**src/sv/ific_pkg.sv**
```systemverilog
`default_nettype none
// ----------------------------------------------------------------------------
// ific_pkg
// Shared types and codes for the IRQ/FIQ interrupt controller.
// ----------------------------------------------------------------------------
package ific_pkg;

    // Item kinds carried on the input tuser
    typedef enum logic [1:0] {
        OP_PIN   = 2'd0,
        OP_READ  = 2'd1,
        OP_WRITE = 2'd2,
        OP_NOP   = 2'd3
    } t_opcode;

    // Register code within one path half
    typedef enum logic [2:0] {
        REG_SOURCE   = 3'd0,
        REG_ENABLE   = 3'd1,
        REG_CLEAR    = 3'd2,
        REG_MODE     = 3'd3,
        REG_POLARITY = 3'd4,
        REG_STATUS   = 3'd5
    } t_reg_code;

    // Selector layout: path*PATH_REGS + half*HALF_REGS + reg
    localparam logic [4:0] HALF_REGS  = 5'd6;
    localparam logic [4:0] PATH_REGS  = 5'd12;
    localparam logic [4:0] NUM_SELECT = 5'd24;

    localparam int IN_DATA_W  = 48;
    localparam int IN_USER_W  = 2;
    localparam int OUT_DATA_W = 40;

    // One input item
    typedef struct packed {
        t_opcode     opcode;
        logic [5:0]  pin_number;
        logic        pin_level;
        logic [4:0]  reg_select;
        logic [31:0] write_data;
    } t_item;

    // Decoded register access for one path
    typedef struct packed {
        logic      rd;
        logic      wr;
        logic      half;
        t_reg_code code;
    } t_access;

endpackage
`default_nettype wire

```
**src/sv/ific_path.sv**
```systemverilog
`default_nettype none
// ----------------------------------------------------------------------------
// ific_path
// Source, enable, mode and polarity registers of one output path, with the
// pin event update, register read mux and the path's output line.
// ----------------------------------------------------------------------------
module ific_path #(
    parameter int NUM_SOURCES = 64
) (
    input  wire                    i_clk,
    input  wire                    i_rst_n,
    input  wire                    i_en,
    input  wire                    i_pin_evt,
    input  wire [NUM_SOURCES-1:0]  i_pin_bit,
    input  wire                    i_pin_level,
    input  wire [NUM_SOURCES-1:0]  i_pin_state,
    input  ific_pkg::t_access      i_acc,
    input  wire [31:0]             i_write_data,
    output logic [31:0]            o_read_data,
    output logic                   o_line
);
    import ific_pkg::*;

    logic [NUM_SOURCES-1:0] r_src, r_ena, r_mode, r_pol;
    logic [NUM_SOURCES-1:0] n_src, n_ena, n_mode, n_pol;
    logic [NUM_SOURCES-1:0] lvl_vec, edge_hit, lvl_bits, edge_bits, clr_bits;
    logic [63:0]            clr_wide;

    // Zero-extend a source vector to 64 bits
    function automatic logic [63:0] widen(input logic [NUM_SOURCES-1:0] v);
        logic [63:0] w;
        w = '0;
        w[NUM_SOURCES-1:0] = v;
        return w;
    endfunction

    function automatic logic [31:0] get_half(input logic [NUM_SOURCES-1:0] v,
                                             input logic h);
        logic [63:0] w;
        w = widen(v);
        return h ? w[63:32] : w[31:0];
    endfunction

    function automatic logic [NUM_SOURCES-1:0] put_half(
        input logic [NUM_SOURCES-1:0] v, input logic h, input logic [31:0] d);
        logic [63:0] w;
        w = widen(v);
        if (h) begin
            w[63:32] = d;
        end else begin
            w[31:0] = d;
        end
        return w[NUM_SOURCES-1:0];
    endfunction

    // Pin event terms: active level and selected edge per source
    always_comb begin
        lvl_vec   = {NUM_SOURCES{i_pin_level}};
        edge_hit  = (r_pol & i_pin_state & ~lvl_vec) | (~r_pol & ~i_pin_state & lvl_vec);
        lvl_bits  = i_pin_bit & ~r_mode;
        edge_bits = i_pin_bit & r_mode & edge_hit;
        clr_wide  = i_acc.half ? {i_write_data, 32'd0} : {32'd0, i_write_data};
        clr_bits  = clr_wide[NUM_SOURCES-1:0] & r_mode;
    end

    // Next register values
    always_comb begin
        n_src  = r_src;
        n_ena  = r_ena;
        n_mode = r_mode;
        n_pol  = r_pol;
        if (i_pin_evt) begin
            n_src = (r_src & ~lvl_bits) | (lvl_bits & (lvl_vec ^ r_pol)) | edge_bits;
        end else if (i_acc.wr) begin
            case (i_acc.code)
                REG_SOURCE:   n_src  = put_half(r_src, i_acc.half, i_write_data);
                REG_ENABLE:   n_ena  = put_half(r_ena, i_acc.half, i_write_data);
                REG_CLEAR:    n_src  = r_src & ~clr_bits;
                REG_MODE:     n_mode = put_half(r_mode, i_acc.half, i_write_data);
                REG_POLARITY: n_pol  = put_half(r_pol, i_acc.half, i_write_data);
                default:      n_src  = r_src;
            endcase
        end
    end

    // Read mux; clear reads as zero
    always_comb begin
        o_read_data = 32'd0;
        if (i_acc.rd) begin
            case (i_acc.code)
                REG_SOURCE:   o_read_data = get_half(r_src, i_acc.half);
                REG_ENABLE:   o_read_data = get_half(r_ena, i_acc.half);
                REG_MODE:     o_read_data = get_half(r_mode, i_acc.half);
                REG_POLARITY: o_read_data = get_half(r_pol, i_acc.half);
                REG_STATUS:   o_read_data = get_half(r_src & r_ena, i_acc.half);
                default:      o_read_data = 32'd0;
            endcase
        end
    end

    // Line level after this item
    assign o_line = |(n_src & n_ena);

    always_ff @(posedge i_clk) begin
        if (!i_rst_n) begin
            r_src  <= '0;
            r_ena  <= '0;
            r_mode <= '0;
            r_pol  <= '0;
        end else if (i_en) begin
            r_src  <= n_src;
            r_ena  <= n_ena;
            r_mode <= n_mode;
            r_pol  <= n_pol;
        end
    end

endmodule
`default_nettype wire

```
**src/sv/irq_fiq_interrupt_controller_core.sv**
```systemverilog
`default_nettype none
// ----------------------------------------------------------------------------
// irq_fiq_interrupt_controller_core
// IRQ/FIQ interrupt controller: pin events and register accesses arrive as
// stream items, each answered by one result with read data and both lines.
// ----------------------------------------------------------------------------
// Pipeline: input register, then state update into the result register.
// Throughput: one item per cycle while the result stream is not stalled;
// the state update is bitwise logic on the per-source registers.
// Reset: synchronous active low; clears all source, enable, mode, polarity
// and pin registers and empties both stages.
module irq_fiq_interrupt_controller_core #(
    parameter int NUM_SOURCES = 64
) (
    input  wire                               i_clk,
    input  wire                               i_rst_n,
    // Input stream
    input  wire                               i_s_axis_tvalid,
    output logic                              o_s_axis_tready,
    // tdata: [5:0] pin_number, [6] pin_level, [11:7] reg_select,
    //        [43:12] write_data, [47:44] zero
    input  wire [ific_pkg::IN_DATA_W-1:0]     i_s_axis_tdata,
    // tuser: [1:0] opcode
    input  wire [ific_pkg::IN_USER_W-1:0]     i_s_axis_tuser,
    // Result stream
    output logic                              o_m_axis_tvalid,
    input  wire                               i_m_axis_tready,
    // tdata: [31:0] read_data, [32] irq_out, [33] fiq_out, [39:34] zero
    output logic [ific_pkg::OUT_DATA_W-1:0]   o_m_axis_tdata
);
    import ific_pkg::*;

    logic                   r_in_vld;
    t_item                  r_item;
    logic                   r_out_vld;
    logic [31:0]            r_rd_data;
    logic                   r_irq, r_fiq;
    logic [NUM_SOURCES-1:0] r_pin_state, n_pin_state;
    logic [NUM_SOURCES-1:0] pin_bit;
    logic                   adv, pin_evt, sel_ok, sel_fiq;
    logic [4:0]             sel_rem, sel_reg;
    t_access                acc_irq, acc_fiq;
    logic [31:0]            rd_irq, rd_fiq;
    logic                   line_irq, line_fiq;

    // Handshake: stage 2 advances when the result slot is free or taken
    assign adv             = !r_out_vld || i_m_axis_tready;
    assign o_s_axis_tready = !r_in_vld || adv;
    assign o_m_axis_tvalid = r_out_vld;
    assign o_m_axis_tdata  = {6'd0, r_fiq, r_irq, r_rd_data};

    // Input register
    always_ff @(posedge i_clk) begin
        if (!i_rst_n) begin
            r_in_vld <= 1'b0;
        end else if (o_s_axis_tready) begin
            r_in_vld <= i_s_axis_tvalid;
        end
    end

    always_ff @(posedge i_clk) begin
        if (i_s_axis_tvalid && o_s_axis_tready) begin
            r_item.opcode     <= t_opcode'(i_s_axis_tuser[1:0]);
            r_item.pin_number <= i_s_axis_tdata[5:0];
            r_item.pin_level  <= i_s_axis_tdata[6];
            r_item.reg_select <= i_s_axis_tdata[11:7];
            r_item.write_data <= i_s_axis_tdata[43:12];
        end
    end

    // One-hot pin select; pins beyond the source count select nothing
    always_comb begin
        for (int i = 0; i < NUM_SOURCES; i++) begin
            pin_bit[i] = (r_item.pin_number == 6'(i));
        end
    end

    // Selector decode into path, half and register code
    always_comb begin
        pin_evt = (r_item.opcode == OP_PIN);
        sel_ok  = (r_item.reg_select < NUM_SELECT);
        sel_fiq = (r_item.reg_select >= PATH_REGS);
        sel_rem = sel_fiq ? (r_item.reg_select - PATH_REGS) : r_item.reg_select;

        acc_irq.half = (sel_rem >= HALF_REGS);
        sel_reg      = acc_irq.half ? (sel_rem - HALF_REGS) : sel_rem;
        acc_irq.code = t_reg_code'(sel_reg[2:0]);
        acc_irq.rd   = sel_ok && !sel_fiq && (r_item.opcode == OP_READ);
        acc_irq.wr   = sel_ok && !sel_fiq && (r_item.opcode == OP_WRITE);

        acc_fiq      = acc_irq;
        acc_fiq.rd   = sel_ok && sel_fiq && (r_item.opcode == OP_READ);
        acc_fiq.wr   = sel_ok && sel_fiq && (r_item.opcode == OP_WRITE);
    end

    ific_path #(.NUM_SOURCES(NUM_SOURCES)) u_irq (
        .i_clk        (i_clk),
        .i_rst_n      (i_rst_n),
        .i_en         (r_in_vld && adv),
        .i_pin_evt    (pin_evt),
        .i_pin_bit    (pin_bit),
        .i_pin_level  (r_item.pin_level),
        .i_pin_state  (r_pin_state),
        .i_acc        (acc_irq),
        .i_write_data (r_item.write_data),
        .o_read_data  (rd_irq),
        .o_line       (line_irq)
    );

    ific_path #(.NUM_SOURCES(NUM_SOURCES)) u_fiq (
        .i_clk        (i_clk),
        .i_rst_n      (i_rst_n),
        .i_en         (r_in_vld && adv),
        .i_pin_evt    (pin_evt),
        .i_pin_bit    (pin_bit),
        .i_pin_level  (r_item.pin_level),
        .i_pin_state  (r_pin_state),
        .i_acc        (acc_fiq),
        .i_write_data (r_item.write_data),
        .o_read_data  (rd_fiq),
        .o_line       (line_fiq)
    );

    // Last seen pin levels
    always_comb begin
        n_pin_state = r_pin_state;
        if (pin_evt) begin
            n_pin_state = r_item.pin_level ? (r_pin_state | pin_bit)
                                           : (r_pin_state & ~pin_bit);
        end
    end

    always_ff @(posedge i_clk) begin
        if (!i_rst_n) begin
            r_pin_state <= '0;
        end else if (r_in_vld && adv) begin
            r_pin_state <= n_pin_state;
        end
    end

    // Result register
    always_ff @(posedge i_clk) begin
        if (!i_rst_n) begin
            r_out_vld <= 1'b0;
        end else if (adv) begin
            r_out_vld <= r_in_vld;
        end
    end

    always_ff @(posedge i_clk) begin
        if (r_in_vld && adv) begin
            r_rd_data <= rd_irq | rd_fiq;
            r_irq     <= line_irq;
            r_fiq     <= line_fiq;
        end
    end

endmodule
`default_nettype wire
```
**config.mk**
```make
export PLATFORM = sky130hd
export DESIGN_NAME = irq_fiq_interrupt_controller_core
export DESIGN_NICKNAME = d
export VERILOG_FILES = /design/src/sv/ific_pkg.sv /design/src/sv/ific_path.sv /design/src/sv/irq_fiq_interrupt_controller_core.sv
export SDC_FILE = /design/constraint.sdc
export NUM_CORES = 2
export LEC_CHECK = 0
export BUFFER_PORTS_ARGS = -buffer_cell sky130_fd_sc_hd__buf_2
export CAP_MARGIN = 20
export CORE_MARGIN = 4
export CORE_UTILIZATION = 26
export CTS_CLUSTER_SIZE = 40
export DETAILED_ROUTE_END_ITERATION = 10
export HOLD_SLACK_MARGIN = 0.05
export PLACE_DENSITY = 0.41
export SETUP_SLACK_MARGIN = 0.3
export SLEW_MARGIN = 20
export SYNTH_ARGS = -nofsm -noshare
export SYNTH_HDL_FRONTEND = slang
export SYNTH_HIERARCHICAL = 1
export SYNTH_SLANG_ARGS = --single-unit
```
**constraint.sdc**
```tcl
create_clock -name i_clk -period 5.8 [get_ports i_clk]
set_input_delay 0.29 -clock i_clk [delete_from_list [all_inputs] [get_ports i_clk]]
set_output_delay 0.29 -clock i_clk [all_outputs]
set_load 0.005 [all_outputs]
```
==> flow_summary.ini <==
[clocking]
htreeDepth = 3
clkLatencyLatePin_ps = 740
cts_buffer_depth = 3
clock-sinks = 658
cts_tree = yes
clkTransAtPathRegs_ps = 70
numCtsBuffers = 85
cts-root-buf = clkbuf_16

[placement]
gp_congestion = 0.887
dpl.cell_count = 7049
place_area_sq_mm = 0.0440
placement.io_buffers = 85
hpwl_mm = 137

[setup_path]
crit_path_start_kind = flop
crit_required_ps = 6260
arrival_ps = 5810
endpoint_kind = flop
path_max_fanout = 19
crit_type = reg -> reg

[layout]
final_cells = 7281
area_growth_pct = 16.8
fin_area_sq_mm = 0.0478
fin_nets = 5204
fillers = 16455
layout-drive-gt1-share_pct = 12.6

[yosys]
yosysSeqAreaShare_pct = 34.2
synth.most_common_cell = nand2_1
postSynthCellCount = 5173
synthTopCellsByArea = dfxtp_1 28%, nand2_1 9.7%, mux2i_1 8.2%, a21boi_0 8.0%, edfxtp_1 5.9%
synth_ff_type = dfxtp_1
synth_warnings = 6
syn_avg_cell_area_sq_um = 7.91
syn-cell-area_sq_mm = 0.0409
synth_top_area_share_pct = 28.3
synth_async_sr_flop_share_pct = 0
synth_cell_types = 71
synth-seq-cells = 658
synth_edf_count = 80
synthTopCellsByCount = 1,054 x nand2_1, 578 x dfxtp_1, 435 x a21boi_0
yosys.area.top_type = dfxtp_1

[die]
die_area_sq_mm = 0.164
io-pin-count = 96
core_sq_mm = 0.156
dieWidth_microns = 405
start_util_pct = 26.2
rows = 145
die_h_microns = 405

[detailed_routing]
drc = 0
wl_per_cell_microns = 30.2
routed-via-count = 41276
dr.pass1.iters = 7
antenna_left = 0
wl_mm = 220
viasPerCell = 5.67
first_iter_violations = 5323

[timing]
report.final.slew_viol_count = 0
worst_clock_skew_ps = 40.7
max_freq_mhz = 187
rsz0062_at_grt = false
fin_crit_sh_pct = 92.2
layout_min_cycle_time_ps = 5350
worstMarginPinSlew_ps = 1190
setup_viol = 0
hold_viol = 0
maxSlewHeadroom_pct = 20.0
setup_tns_ps = 0

[pwr]
ir_drop_mv = 0.216
power.density_mw_per_mm2 = 253
p_leak_nw = 16.5

[grt]
grt_pass1_vias = 37149
grt_max_degree = 174
grt.busiest_layer = met2
grt-ovfl-total = 0
track_usage_pct = 25.7
antenna_found_initial = 13
grt_pass1_wl_mm = 300
grtUsageMet2_pct = 38.4
gr-usage-met1_pct = 36.3
use_met3_pct = 4.88

[hold_path]
hold_class = in -> reg

[status]
status = finished, final reports clean

[flow_run]
cap_violations = 0
## through the flow
stage	power, mW	hold slack [ps]	util [%]	setup slack [ps]
after floorplan	5.71	389	-	662
after CTS	12.1	53.8	30.4	283
after global placement	6.40	468	28.2	-454
final	12.1	104	30.6	451
after detailed placement	6.40	468	28.2	-171
after global routing	12.4	106	30.6	190
## worst max-delay path, stage by stage, from the launching register on
cell and delay [ps]:
edfxtp_1 460, ha_1 270, a221oi_2 280, xnor2_1 160, ha_1 280, inv_1 80
o21ai_0 80, a21boi_0 140, o221a_2 300, buf_4 220, or4b_2 660, buf_4 280
o21a_1 230, a211oi_2 240, a311oi_1 90, a2111oi_2 510, buf_4 210, nand4_1 120
nor4_2 310, nand4_1 140
## metal layers
| layer | wire (microns) | share of wire [%] |
|---|---|---|
| met5 | 13 | 0.0059 |
| met4 | 9820 | 4.5 |
| met3 | 19600 | 8.9 |
| met2 | 93200 | 42 |
| met1 | 97500 | 44 |
## logic make-up after synthesis
| family | Yosys count | share of synthesized area (%) |
|---|---|---|
| AOI/OAI and AO/OA | 1765 | 29.8 |
| xor gates and xnor gates | 3 | 0.0643 |
| adders and majority gates | 2 | 0.0612 |
| buffers and inverters | 588 | 5.78 |
| DFF | 658 | 34.2 |
| muxes | 423 | 10.6 |
| other | 1 | 0.00917 |
| and+or+nand+nor | 1733 | 19.5 |
## state kept, by name, indices dropped and copies added (netlist names), named ones only
name	flops
o_m_axis_tvalid	1
r_fiq	1
r_in_vld	1
r_irq	1
r_item	46
r_rd_data	32
u_fiq/r_ena	64
u_fiq/r_mode	64
u_fiq/r_pol	64
u_fiq/r_src	64
u_irq/r_ena	64
u_irq/r_mode	64
u_irq/r_pol	64
u_irq/r_src	64
## report_power, final
group	internal [mW]	leakage (nW)	switching (mW)	total [mW]
Sequential	4.67	5.44	0.0787	4.75
Combinational	0.496	9.60	1.15	1.64
Clock	3.31	1.42	2.37	5.69
Total	8.48	16.5	3.60	12.1
## placed cells by master, fill, tap and decap left out, types with 80 or more instances in the layout
cell and instances:
buf_2 84, nand2b_1 148, nand2_1 1045, a21o_1 96, nor2_1 115, and3_1 118, clkbuf_16 88, inv_1 119
dfxtp_1 578, a21boi_0 435, buf_4 183, o21ai_0 379, mux2_2 84, o22ai_1 82, edfxtp_1 80, mux2i_1 335
nor2b_1 112, a211oi_1 168, a21oi_1 186
## area by class of cell
| class | count | area [sq um] | share of cell area [%] |
|---|---|---|---|
| Clock inverter | 34 | 442 | 0.924 |
| Timing Repair Buffer | 347 | 2910 | 6.08 |
| Inverter | 124 | 470 | 0.985 |
| Clock buffer | 122 | 2460 | 5.15 |
| Antenna cell | 6 | 15.0 | 0.0314 |
| Multi-Input combinational cell | 3932 | 24900 | 52.2 |
| Sequential cell | 658 | 14000 | 29.2 |
| Tap cell | 2058 | 2570 | 5.39 |
## repair_timing
item                                    4_1_cts  5_1_grt
gates cloned                                  0        2
endpoints found under the setup margin        2        2
hold endpoints to repair                     97        0
hold buffers                                 48        0
resized for setup                             8       20
pin swaps                                     0        6
buffers inserted                              3       17
## worst paths after layout
| kind | slack [ps] | cells past startpoint | start | end |
|---|---|---|---|---|
| setup / recovery | 450 | 19 | r_item[35]$_DFFE_PP_ | r_fiq$_DFFE_PP_ |
| hold / removal | 100 | 4 | i_m_axis_tready | o_m_axis_tvalid$_SDFFE_PN0P_ |
| setup reg to reg | 450 | 19 | r_item[35]$_DFFE_PP_ | r_fiq$_DFFE_PP_ |
| hold reg to reg | 490 | 2 | u_fiq/r_ena[3]$_SDFFE_PN0P_ | u_fiq/r_ena[3]$_SDFFE_PN0P_ |
Power figures use the tool's default switching activity.
